===== src/rtl/itlp_pkg.sv =====
// Shared types, constants and decode helpers for the instruction trace line parser.
`timescale 1ns / 1ps

package itlp_pkg;

    // Largest instruction length in bytes and the number of byte slots on the ports
    localparam int MAX_INSN_BYTES_DEF = 15;
    localparam int BYTE_SLOTS         = 15;

    // Line status codes
    localparam logic [3:0] ST_OK        = 4'd0;
    localparam logic [3:0] ST_BLANK     = 4'd1;
    localparam logic [3:0] ST_ZERO_PC   = 4'd2;
    localparam logic [3:0] ST_NO_OPEN   = 4'd3;
    localparam logic [3:0] ST_NO_CLOSE  = 4'd4;
    localparam logic [3:0] ST_NO_SPACE1 = 4'd5;
    localparam logic [3:0] ST_NO_SPACE2 = 4'd6;
    localparam logic [3:0] ST_BAD_LEN   = 4'd7;
    localparam logic [3:0] ST_NO_SPACE3 = 4'd8;

    // Characters that the fixed checks look for
    localparam logic [7:0] CH_SPACE = 8'h20;
    localparam logic [7:0] CH_OPEN  = 8'h28;
    localparam logic [7:0] CH_CLOSE = 8'h29;

    // Saturation limit of the decimal length
    localparam logic [4:0] LEN_SAT    = 5'd31;
    // Saturation limit of the significant digit count of one byte
    localparam logic [4:0] DIGITS_SAT = 5'd17;
    localparam logic [4:0] DIGITS_MAX = 5'd16;

    typedef enum logic [3:0] {
        PH_LEAD,
        PH_SKIP_PID,
        PH_PC_WS,
        PH_PC_DIG,
        PH_OPEN,
        PH_CLOSE,
        PH_SPACE1,
        PH_SKIP_ILEN,
        PH_SPACE2,
        PH_LEN_WS,
        PH_LEN_DIG,
        PH_SKIP_INSN,
        PH_SPACE3,
        PH_BYTE_WS,
        PH_BYTE_DIG,
        PH_DONE
    } phase_t;

    // Parser state carried from one character to the next
    typedef struct packed {
        phase_t      phase;
        logic [2:0]  skip_count;
        logic [63:0] pc_acc;
        logic [4:0]  len_acc;
        logic [3:0]  byte_index;
        logic [7:0]  byte_value;
        logic        byte_overflow;
        logic [4:0]  byte_digits;
        logic [3:0]  error_code;
    } state_t;

    localparam state_t STATE_RESET = '{
        phase:         PH_LEAD,
        skip_count:    3'd0,
        pc_acc:        64'd0,
        len_acc:       5'd0,
        byte_index:    4'd0,
        byte_value:    8'd0,
        byte_overflow: 1'b0,
        byte_digits:   5'd0,
        error_code:    ST_OK
    };

    // Hex digit decode: bit 4 flags a hex digit, bits 3:0 hold its value
    function automatic logic [4:0] hex_decode(input logic [7:0] c);
        logic [4:0] r;
        r = 5'd0;
        if (c inside {[8'h30:8'h39]}) begin
            r = {1'b1, c[3:0]};
        end
        else if (c inside {[8'h61:8'h66], [8'h41:8'h46]}) begin
            r = {1'b1, c[3:0] + 4'd9};
        end
        return r;
    endfunction

    // Space, tab, LF, VT, FF, CR
    function automatic logic is_ws(input logic [7:0] c);
        return (c == CH_SPACE) || (c inside {[8'h09:8'h0D]});
    endfunction

    function automatic logic is_dec(input logic [7:0] c);
        return c inside {[8'h30:8'h39]};
    endfunction

    // Shift in one hex digit, saturating at all ones
    function automatic logic [63:0] pc_add(input logic [63:0] pc, input logic [3:0] d);
        return (pc[63:60] != 4'd0) ? {64{1'b1}} : {pc[59:0], d};
    endfunction

endpackage


===== src/rtl/instruction_trace_line_parser.sv =====
// Top level of the instruction trace line parser: input register, parser state, result register.
// A line's final character is loaded into the input register when accepted; the line's result
// is loaded into the result register when that character advances from the input register.
// Throughput: one character per cycle; only a line-end item waits while an untaken result
// occupies the result register.
// Reset: asynchronous, active low; clears the parser state, stored bytes and both valids.
`timescale 1ns / 1ps

module instruction_trace_line_parser #(
    parameter int MAX_INSN_BYTES = itlp_pkg::MAX_INSN_BYTES_DEF
) (
    input  logic        clk,
    input  logic        rst_n,
    input  logic        in_valid,
    output logic        in_ready,
    input  logic [7:0]  ch,
    input  logic        last_char,
    output logic        out_valid,
    input  logic        out_ready,
    output logic [3:0]  status,
    output logic [63:0] pc,
    output logic [3:0]  length,
    output logic [63:0] bytes_low,
    output logic [55:0] bytes_high
);
    import itlp_pkg::*;

    // Input register
    logic        in_valid_reg;
    logic [7:0]  in_ch_reg;
    logic        in_last_reg;

    // Parser state
    state_t                         state_reg;
    state_t                         state_next;
    logic [MAX_INSN_BYTES-1:0][7:0] bytes_reg;
    logic [MAX_INSN_BYTES-1:0][7:0] bytes_next;

    // Result register
    logic        out_valid_reg;
    logic [3:0]  status_reg;
    logic [63:0] pc_reg;
    logic [3:0]  length_reg;
    logic [63:0] bytes_low_reg;
    logic [55:0] bytes_high_reg;

    logic [3:0]  res_status;
    logic [3:0]  res_length;
    logic [63:0] res_low;
    logic [55:0] res_high;

    logic        out_free;
    logic        advance;
    logic        emit;

    // Flow control: a character moves on unless it ends a line and the result slot is busy
    assign out_free = !out_valid_reg || out_ready;
    assign advance  = in_valid_reg && (!in_last_reg || out_free);
    assign emit     = advance && in_last_reg;
    assign in_ready = !in_valid_reg || advance;

    itlp_step #(
        .MAX_INSN_BYTES (MAX_INSN_BYTES)
    ) u_step (
        .cur       (state_reg),
        .cur_bytes (bytes_reg),
        .ch        (in_ch_reg),
        .last_char (in_last_reg),
        .nxt       (state_next),
        .nxt_bytes (bytes_next)
    );

    itlp_result #(
        .MAX_INSN_BYTES (MAX_INSN_BYTES)
    ) u_result (
        .st         (state_next),
        .st_bytes   (bytes_next),
        .status     (res_status),
        .length     (res_length),
        .bytes_low  (res_low),
        .bytes_high (res_high)
    );

    // Input register
    always_ff @(posedge clk or negedge rst_n)
    begin
        if (!rst_n) begin
            in_valid_reg <= 1'b0;
        end
        else if (in_ready) begin
            in_valid_reg <= in_valid;
        end
    end

    always_ff @(posedge clk)
    begin
        if (in_ready && in_valid) begin
            in_ch_reg   <= ch;
            in_last_reg <= last_char;
        end
    end

    // Parser state; everything returns to reset after a line
    always_ff @(posedge clk or negedge rst_n)
    begin
        if (!rst_n) begin
            state_reg <= STATE_RESET;
            bytes_reg <= '0;
        end
        else if (advance) begin
            state_reg <= in_last_reg ? STATE_RESET : state_next;
            bytes_reg <= in_last_reg ? '0 : bytes_next;
        end
    end

    // Result register
    always_ff @(posedge clk or negedge rst_n)
    begin
        if (!rst_n) begin
            out_valid_reg <= 1'b0;
        end
        else if (emit) begin
            out_valid_reg <= 1'b1;
        end
        else if (out_ready) begin
            out_valid_reg <= 1'b0;
        end
    end

    always_ff @(posedge clk)
    begin
        if (emit) begin
            status_reg     <= res_status;
            pc_reg         <= state_next.pc_acc;
            length_reg     <= res_length;
            bytes_low_reg  <= res_low;
            bytes_high_reg <= res_high;
        end
    end

    assign out_valid  = out_valid_reg;
    assign status     = status_reg;
    assign pc         = pc_reg;
    assign length     = length_reg;
    assign bytes_low  = bytes_low_reg;
    assign bytes_high = bytes_high_reg;

    // A delivered line leaves the parser back at its reset state
    a_reset_after_line: assert property (@(posedge clk) disable iff (!rst_n)
        emit |=> (state_reg.phase == PH_LEAD) && (state_reg.error_code == ST_OK)
                 && (state_reg.pc_acc == 64'd0) && (bytes_reg == '0))
        else $error("parser state not cleared after line end");

    // A good line always carries a length inside the legal range
    a_ok_length: assert property (@(posedge clk) disable iff (!rst_n)
        (out_valid_reg && (status_reg == ST_OK)) |->
            (length_reg != 4'd0) && ({1'b0, length_reg} <= 5'(MAX_INSN_BYTES)))
        else $error("ok status with bad length");

    // A failed line carries no length and no bytes
    a_fail_empty: assert property (@(posedge clk) disable iff (!rst_n)
        (out_valid_reg && (status_reg != ST_OK)) |->
            (length_reg == 4'd0) && (bytes_low_reg == 64'd0) && (bytes_high_reg == 56'd0))
        else $error("failed line carries payload");

    // Only codes that mid-line checks can raise are ever recorded
    a_error_code: assert property (@(posedge clk) disable iff (!rst_n)
        (state_reg.error_code == ST_OK) || (state_reg.error_code == ST_ZERO_PC)
        || (state_reg.error_code == ST_NO_OPEN) || (state_reg.error_code == ST_NO_SPACE1)
        || (state_reg.error_code == ST_NO_SPACE2) || (state_reg.error_code == ST_BAD_LEN)
        || (state_reg.error_code == ST_NO_SPACE3))
        else $error("unexpected recorded error code");

endmodule


===== src/rtl/itlp_step.sv =====
// Per-character parser update: phase walk, hex and decimal accumulation, byte stores.
`timescale 1ns / 1ps

module itlp_step #(
    parameter int MAX_INSN_BYTES = itlp_pkg::MAX_INSN_BYTES_DEF
) (
    input  itlp_pkg::state_t                cur,
    input  logic [MAX_INSN_BYTES-1:0][7:0]  cur_bytes,
    input  logic [7:0]                      ch,
    input  logic                            last_char,
    output itlp_pkg::state_t                nxt,
    output logic [MAX_INSN_BYTES-1:0][7:0]  nxt_bytes
);
    import itlp_pkg::*;

    localparam logic [4:0] MAX_LEN = 5'(MAX_INSN_BYTES);

    always_comb
    begin
        state_t                        s;
        logic [MAX_INSN_BYTES-1:0][7:0] b;
        logic [4:0]                    h;
        logic                          hv;
        logic [3:0]                    hd;
        logic                          ws;
        logic                          do_add;
        logic                          do_store;
        logic [3:0]                    idx_inc;
        logic [8:0]                    len_mul;
        logic                          len_ok;

        s        = cur;
        b        = cur_bytes;
        h        = hex_decode(ch);
        hv       = h[4];
        hd       = h[3:0];
        ws       = is_ws(ch);
        do_add   = 1'b0;
        do_store = 1'b0;
        idx_inc  = cur.byte_index + 4'd1;
        len_mul  = {1'b0, cur.len_acc, 3'b000} + {3'b000, cur.len_acc, 1'b0}
                 + {5'd0, ch[3:0]};
        len_ok   = (cur.len_acc >= 5'd1) && (cur.len_acc <= MAX_LEN);

        // Phase walk; an error freezes everything until line end
        if (cur.error_code == ST_OK) begin
            case (cur.phase)
                PH_LEAD:
                begin
                    if (ch != CH_SPACE) begin
                        s.skip_count = 3'd4;
                        s.phase      = PH_SKIP_PID;
                    end
                end
                PH_SKIP_PID:
                begin
                    s.skip_count = cur.skip_count - 3'd1;
                    if (s.skip_count == 3'd0) s.phase = PH_PC_WS;
                end
                PH_PC_WS:
                begin
                    if (!ws) begin
                        if (!hv) begin
                            s.error_code = ST_ZERO_PC;
                        end
                        else begin
                            s.pc_acc = pc_add(cur.pc_acc, hd);
                            s.phase  = PH_PC_DIG;
                        end
                    end
                end
                PH_PC_DIG:
                begin
                    if (hv)                      s.pc_acc     = pc_add(cur.pc_acc, hd);
                    else if (cur.pc_acc == 64'd0) s.error_code = ST_ZERO_PC;
                    else                         s.phase      = PH_OPEN;
                end
                PH_OPEN:
                begin
                    if (ch == CH_OPEN) s.phase      = PH_CLOSE;
                    else               s.error_code = ST_NO_OPEN;
                end
                PH_CLOSE:
                begin
                    if (ch == CH_CLOSE) s.phase = PH_SPACE1;
                end
                PH_SPACE1:
                begin
                    if (ch == CH_SPACE) begin
                        s.skip_count = 3'd5;
                        s.phase      = PH_SKIP_ILEN;
                    end
                    else begin
                        s.error_code = ST_NO_SPACE1;
                    end
                end
                PH_SKIP_ILEN:
                begin
                    s.skip_count = cur.skip_count - 3'd1;
                    if (s.skip_count == 3'd0) s.phase = PH_SPACE2;
                end
                PH_SPACE2:
                begin
                    if (ch == CH_SPACE) s.phase      = PH_LEN_WS;
                    else                s.error_code = ST_NO_SPACE2;
                end
                PH_LEN_WS:
                begin
                    if (!ws) begin
                        if (is_dec(ch)) begin
                            s.len_acc = {1'b0, ch[3:0]};
                            s.phase   = PH_LEN_DIG;
                        end
                        else begin
                            s.error_code = ST_BAD_LEN;
                        end
                    end
                end
                PH_LEN_DIG:
                begin
                    if (is_dec(ch)) begin
                        s.len_acc = (len_mul > {4'd0, LEN_SAT}) ? LEN_SAT : len_mul[4:0];
                    end
                    else if (!len_ok) begin
                        s.error_code = ST_BAD_LEN;
                    end
                    else begin
                        s.skip_count = 3'd5;
                        s.phase      = PH_SKIP_INSN;
                    end
                end
                PH_SKIP_INSN:
                begin
                    s.skip_count = cur.skip_count - 3'd1;
                    if (s.skip_count == 3'd0) s.phase = PH_SPACE3;
                end
                PH_SPACE3:
                begin
                    if (ch == CH_SPACE) s.phase      = PH_BYTE_WS;
                    else                s.error_code = ST_NO_SPACE3;
                end
                PH_BYTE_WS:
                begin
                    if ({1'b0, cur.byte_index} >= cur.len_acc) begin
                        s.phase = PH_DONE;
                    end
                    else if (!ws) begin
                        if (!hv) begin
                            s.phase = PH_DONE;
                        end
                        else begin
                            do_add  = 1'b1;
                            s.phase = PH_BYTE_DIG;
                        end
                    end
                end
                PH_BYTE_DIG:
                begin
                    if (hv) begin
                        do_add = 1'b1;
                    end
                    else begin
                        do_store = 1'b1;
                        if (({1'b0, idx_inc} >= cur.len_acc) || !ws) s.phase = PH_DONE;
                        else                                         s.phase = PH_BYTE_WS;
                    end
                end
                default:
                begin
                end
            endcase
        end

        // Shift a hex digit into the current byte; count significant digits
        if (do_add) begin
            s.byte_value = {s.byte_value[3:0], hd};
            if ((s.byte_digits != 5'd0) || (hd != 4'd0)) begin
                if (s.byte_digits < DIGITS_SAT) s.byte_digits = s.byte_digits + 5'd1;
                if (s.byte_digits > DIGITS_MAX) s.byte_overflow = 1'b1;
            end
        end

        // Store the byte on its terminator, or at line end while a byte is open
        if (do_store || (last_char && (s.error_code == ST_OK) && (s.phase == PH_BYTE_DIG))) begin
            for (int i = 0; i < MAX_INSN_BYTES; i++) begin
                if ((s.byte_index == 4'(i)) && ({1'b0, s.byte_index} < s.len_acc)) begin
                    b[i] = s.byte_overflow ? 8'hFF : s.byte_value;
                end
            end
            s.byte_index    = s.byte_index + 4'd1;
            s.byte_value    = 8'd0;
            s.byte_overflow = 1'b0;
            s.byte_digits   = 5'd0;
        end

        nxt       = s;
        nxt_bytes = b;
    end

endmodule


===== src/rtl/itlp_result.sv =====
// Line-end status decode and packing of the instruction bytes.
`timescale 1ns / 1ps

module itlp_result #(
    parameter int MAX_INSN_BYTES = itlp_pkg::MAX_INSN_BYTES_DEF
) (
    input  itlp_pkg::state_t                st,
    input  logic [MAX_INSN_BYTES-1:0][7:0]  st_bytes,
    output logic [3:0]                      status,
    output logic [3:0]                      length,
    output logic [63:0]                     bytes_low,
    output logic [55:0]                     bytes_high
);
    import itlp_pkg::*;

    localparam logic [4:0] MAX_LEN = 5'(MAX_INSN_BYTES);

    logic                      len_ok;
    logic [BYTE_SLOTS*8-1:0]   packed_bytes;

    assign len_ok = (st.len_acc >= 5'd1) && (st.len_acc <= MAX_LEN);

    // Status: a recorded error wins, else the phase the line stopped in
    always_comb
    begin
        if (st.error_code != ST_OK) begin
            status = st.error_code;
        end
        else begin
            case (st.phase)
                PH_LEAD:                   status = ST_BLANK;
                PH_SKIP_PID, PH_PC_WS:     status = ST_ZERO_PC;
                PH_PC_DIG:                 status = (st.pc_acc == 64'd0) ? ST_ZERO_PC : ST_NO_OPEN;
                PH_OPEN:                   status = ST_NO_OPEN;
                PH_CLOSE:                  status = ST_NO_CLOSE;
                PH_SPACE1:                 status = ST_NO_SPACE1;
                PH_SKIP_ILEN, PH_SPACE2:   status = ST_NO_SPACE2;
                PH_LEN_WS:                 status = ST_BAD_LEN;
                PH_LEN_DIG:                status = len_ok ? ST_NO_SPACE3 : ST_BAD_LEN;
                PH_SKIP_INSN, PH_SPACE3:   status = ST_NO_SPACE3;
                default:                   status = ST_OK;
            endcase
        end
    end

    // Pack bytes, slots past the configured maximum stay zero
    always_comb
    begin
        packed_bytes = '0;
        for (int i = 0; i < MAX_INSN_BYTES; i++) begin
            packed_bytes[i*8 +: 8] = st_bytes[i];
        end
    end

    assign length     = (status == ST_OK) ? st.len_acc[3:0] : 4'd0;
    assign bytes_low  = (status == ST_OK) ? packed_bytes[63:0] : 64'd0;
    assign bytes_high = (status == ST_OK) ? packed_bytes[BYTE_SLOTS*8-1:64] : 56'd0;

endmodule

===== config.mk =====
export PLATFORM = sky130hd
export DESIGN_NAME = instruction_trace_line_parser
export DESIGN_NICKNAME = d
export VERILOG_FILES = /design/src/rtl/itlp_pkg.sv /design/src/rtl/instruction_trace_line_parser.sv /design/src/rtl/itlp_step.sv /design/src/rtl/itlp_result.sv
export SDC_FILE = /design/constraint.sdc
export NUM_CORES = 1
export LEC_CHECK = 0
export BUFFER_PORTS_ARGS = -buffer_cell sky130_fd_sc_hd__clkbuf_2
export CAP_MARGIN = 20
export CELL_PAD_IN_SITES_DETAIL_PLACEMENT = 1
export CELL_PAD_IN_SITES_GLOBAL_PLACEMENT = 1
export CORE_ASPECT_RATIO = 0.5
export CORE_MARGIN = 2
export CORE_UTILIZATION = 51
export CTS_CLUSTER_SIZE = 8
export DETAILED_ROUTE_END_ITERATION = 7
export HOLD_SLACK_MARGIN = 0.02
export PLACE_DENSITY = 0.95
export SLEW_MARGIN = 20
export SYNTH_ARGS = -nofsm -noshare
export SYNTH_HDL_FRONTEND = slang
export SYNTH_SLANG_ARGS = --single-unit
export TNS_END_PERCENT = 100

===== constraint.sdc =====
create_clock -name clk -period 16.6 [get_ports clk]
set_input_delay 4.98 -clock clk [delete_from_list [all_inputs] [get_ports clk]]
set_output_delay 4.98 -clock clk [all_outputs]
set_load 0.02 [all_outputs]

==> reports/metrics.yaml <==
dpl.cell_count: 2497
status: "complete, no violations"
drive_above_1_share_pct: 16.9
post-route-min-period_ns: 10.97
arrival_ns: 5.99
antenna_found_initial: 1
ant_nets: 0
area_delta_synth_final_pct: 14.7
swShare_pct: 40.4
drv_slew: 0
rr_worst_depth: 15
first_global_vias: 19000
p_comb_share_pct: 29.8
rsz0062_at_grt: "no"
core-area_mm2: 0.0403
clk_path_buf_depth: 3
top_level_ports: 207
viasPerCell: 7.15
setup_viol: 0
synth_ff_type: "dfrtp_1"
cp_max_fo: 3
crit_type: "input port to output port"
path_cells: "clkbuf_2 -> or3_1 -> or2_2 -> clkbuf_2"
power_frac_seq_pct: 35.7
finalHoldViolations: 0
synth_edf_count: 201
syn_inst: 1876
fin_setup_tns_ns: 0
crit_top_cell: "clkbuf_2"
die_y_um: 147
drt_iter0_drc: 2651
final_common_cell: "dfrtp_1"
seq_area_frac_synth_pct: 55.7
largest_reg_flops: 120
clockPowerShare_pct: 34.5
synth_cell_type_count: 92
ff2ff_setup_slack_ns: 10.17
syn-cell-area_mm2: 0.0207
synthTopCellsByArea: "edfxtp_1 29%, dfrtp_1 27%, mux2i_1 5.8%, nor3_1 3.7%, nand2_1 3.3%"
post_cts_buffers: 0
whs_ns: 0.496
yosys.area.top_type_share_pct: 29.1
nNetsFinal: 2063
clkLatencyLatePin_ns: 0.64
internal_power_w: 0.00199
fin_cells: 2604
place_congestion: 0.929
hold_buffers: 0
min_path_cells: 1
fmax_mhz: 91.2
clk_pin_slew_ns: 0.06
cp-end-kind: "output port"
remaining_drc_errors: 0
placed_cell_area_mm2: 0.0221
portBuffers: 206
drt_wl_total_um: 79600
multiInputGateArea_mm2: 0.00850
die_w_um: 289
cp_slowest_cell: "or3_1"
num_rows: 52
syn-num-nets: 1922
wl_per_cell_um: 30.6
firstDrtPassIters: 6
maxCapViolations: 0
hpwlAfterDp_um: 45100
ys_ff_latch: 421
vdd_drop_max_uv: 263
start_util_pct: 51.5
grt-ovfl-total: 0
grt_max_degree: 133
num_vias: 18600
clkSinkCount: 421
htree_levels: 2
fin_crit_sh_pct: 66.1
power_density_mw_per_mm2: 140
grt_pass1_wl_um: 120000
avgSynthCellArea_um2: 11.0
skew_ns: 0.0354
design_area_mm2: 0.0238
tritoncts: "built"
slowest_delay_ns: 0.41
hold_path.class: "register to register"
die_area_mm2: 0.0424
critPathRequiredTime_ns: 11.62
ff_latch_area_mm2: 0.0115
final_cell_mix: "220 x dfrtp_1, 205 x clkbuf_2, 201 x edfxtp_1"
final.fill_count: 4216
cts-buffers-inserted: 58
switchingPower_w: 0.00135
cellLeakagePower_nw: 10.2
power_w: 0.00334
post_cts_resized: 0
maxSlewHeadroom_pct: 19.4
async_reset_ff_share_pct: 52.3
tightest_slew_ns: 1.19
ys_warn_count: 0
synth_area_leader_cell: "edfxtp_1"
root_buffer: "clkbuf_16"
critPathLaunchType: "input port"
grt_use_total_pct: 37.1
## cells by family after synthesis
family | share of synthesized area [%]
multiplexers | 6.06
adder cells (fa/ha/maj) | 2.07
AO/OA/AOI/OAI | 17.5
buffers and inverters | 3.61
flip-flops | 55.7
XOR/XNOR | 0.338
AND/OR/NAND/NOR | 14.8
## stage by stage
stage	util [%]	setup slack, ns
2_1_floorplan	-	5.94
3_3_place_gp	54.8	5.70
3_5_place_dp	54.8	5.68
4_1_cts	59.0	5.63
5_1_grt	59.0	5.58
6_report	59.0	5.63
## layout make-up
type	instances	share of cell area (%)
flip-flops and latches	421	48.5
multi-input cells	1272	35.7
clock buffers	102	6.80
repair buffers	232	5.23
well taps	540	2.84
inverters	32	0.537
clock inverters	4	0.310
diodes	1	0.0105
## synth_stat cells, types with 6 or more instances
master and instances:
inv_1 31, a21oi_1 37, o211ai_1 10, o21ai_1 13, o211a_1 7, o31ai_1 12, a31oi_1 8, nor4b_1 6
nor4_1 33, nand2_1 181, or3_1 8, nand4_1 8, nor3_1 154, or2_2 7, o2bb2ai_1 51, a22o_1 71
a211oi_1 18, a21o_1 20, and2_1 10, dfrtp_1 220, nand2_2 8, a32o_1 17, xnor2_1 6, buf_2 35
buf_1 13, and4_1 6, o21ai_0 133, nor3b_1 6, nor2_1 98, edfxtp_1 201, mux2i_1 121, nand2b_1 14
o22ai_1 18, a2111oi_0 7, clkbuf_1 98, o221ai_1 16, ha_1 31, o32ai_1 8, nand3_1 22
## path summary, 6_finish.rpt
path	start	to
min in group asynchronous	rst_n	state_reg[50]
max in group asynchronous	rst_n	bytes_reg[9]
worst max register to register	in_ch_reg[1]	bytes_high[31]
worst min-delay path	bytes_reg[117]	bytes_reg[117]
worst max-delay path	out_ready	in_ready
worst min register to register	bytes_reg[117]	bytes_reg[117]
## critical path: cells and delay by family
kind	cells	cell delay (ns)
buf+inv	2	0.27
simple gates	2	0.74
## power by group through the flow
stage	clock network, W	logic, W	registers, W
floorplan	0	0.000658	0.00122
finish	0.00115	0.000995	0.00119
global route	0.00119	0.00103	0.00120
CTS	0.00115	0.000950	0.00119
global placement	0	0.000870	0.00120
detailed placement	0	0.000923	0.00121
## routing by layer
layer	vias up	wire length (um)	track usage [%]
li1	7437	-	-
met1	9206	28700	45.9
met2	1503	37300	59.0
met3	477	8120	8.89
met4	0	5570	23.1
met5	-	0	0
No activity file was read; power rests on OpenSTA's default activity.
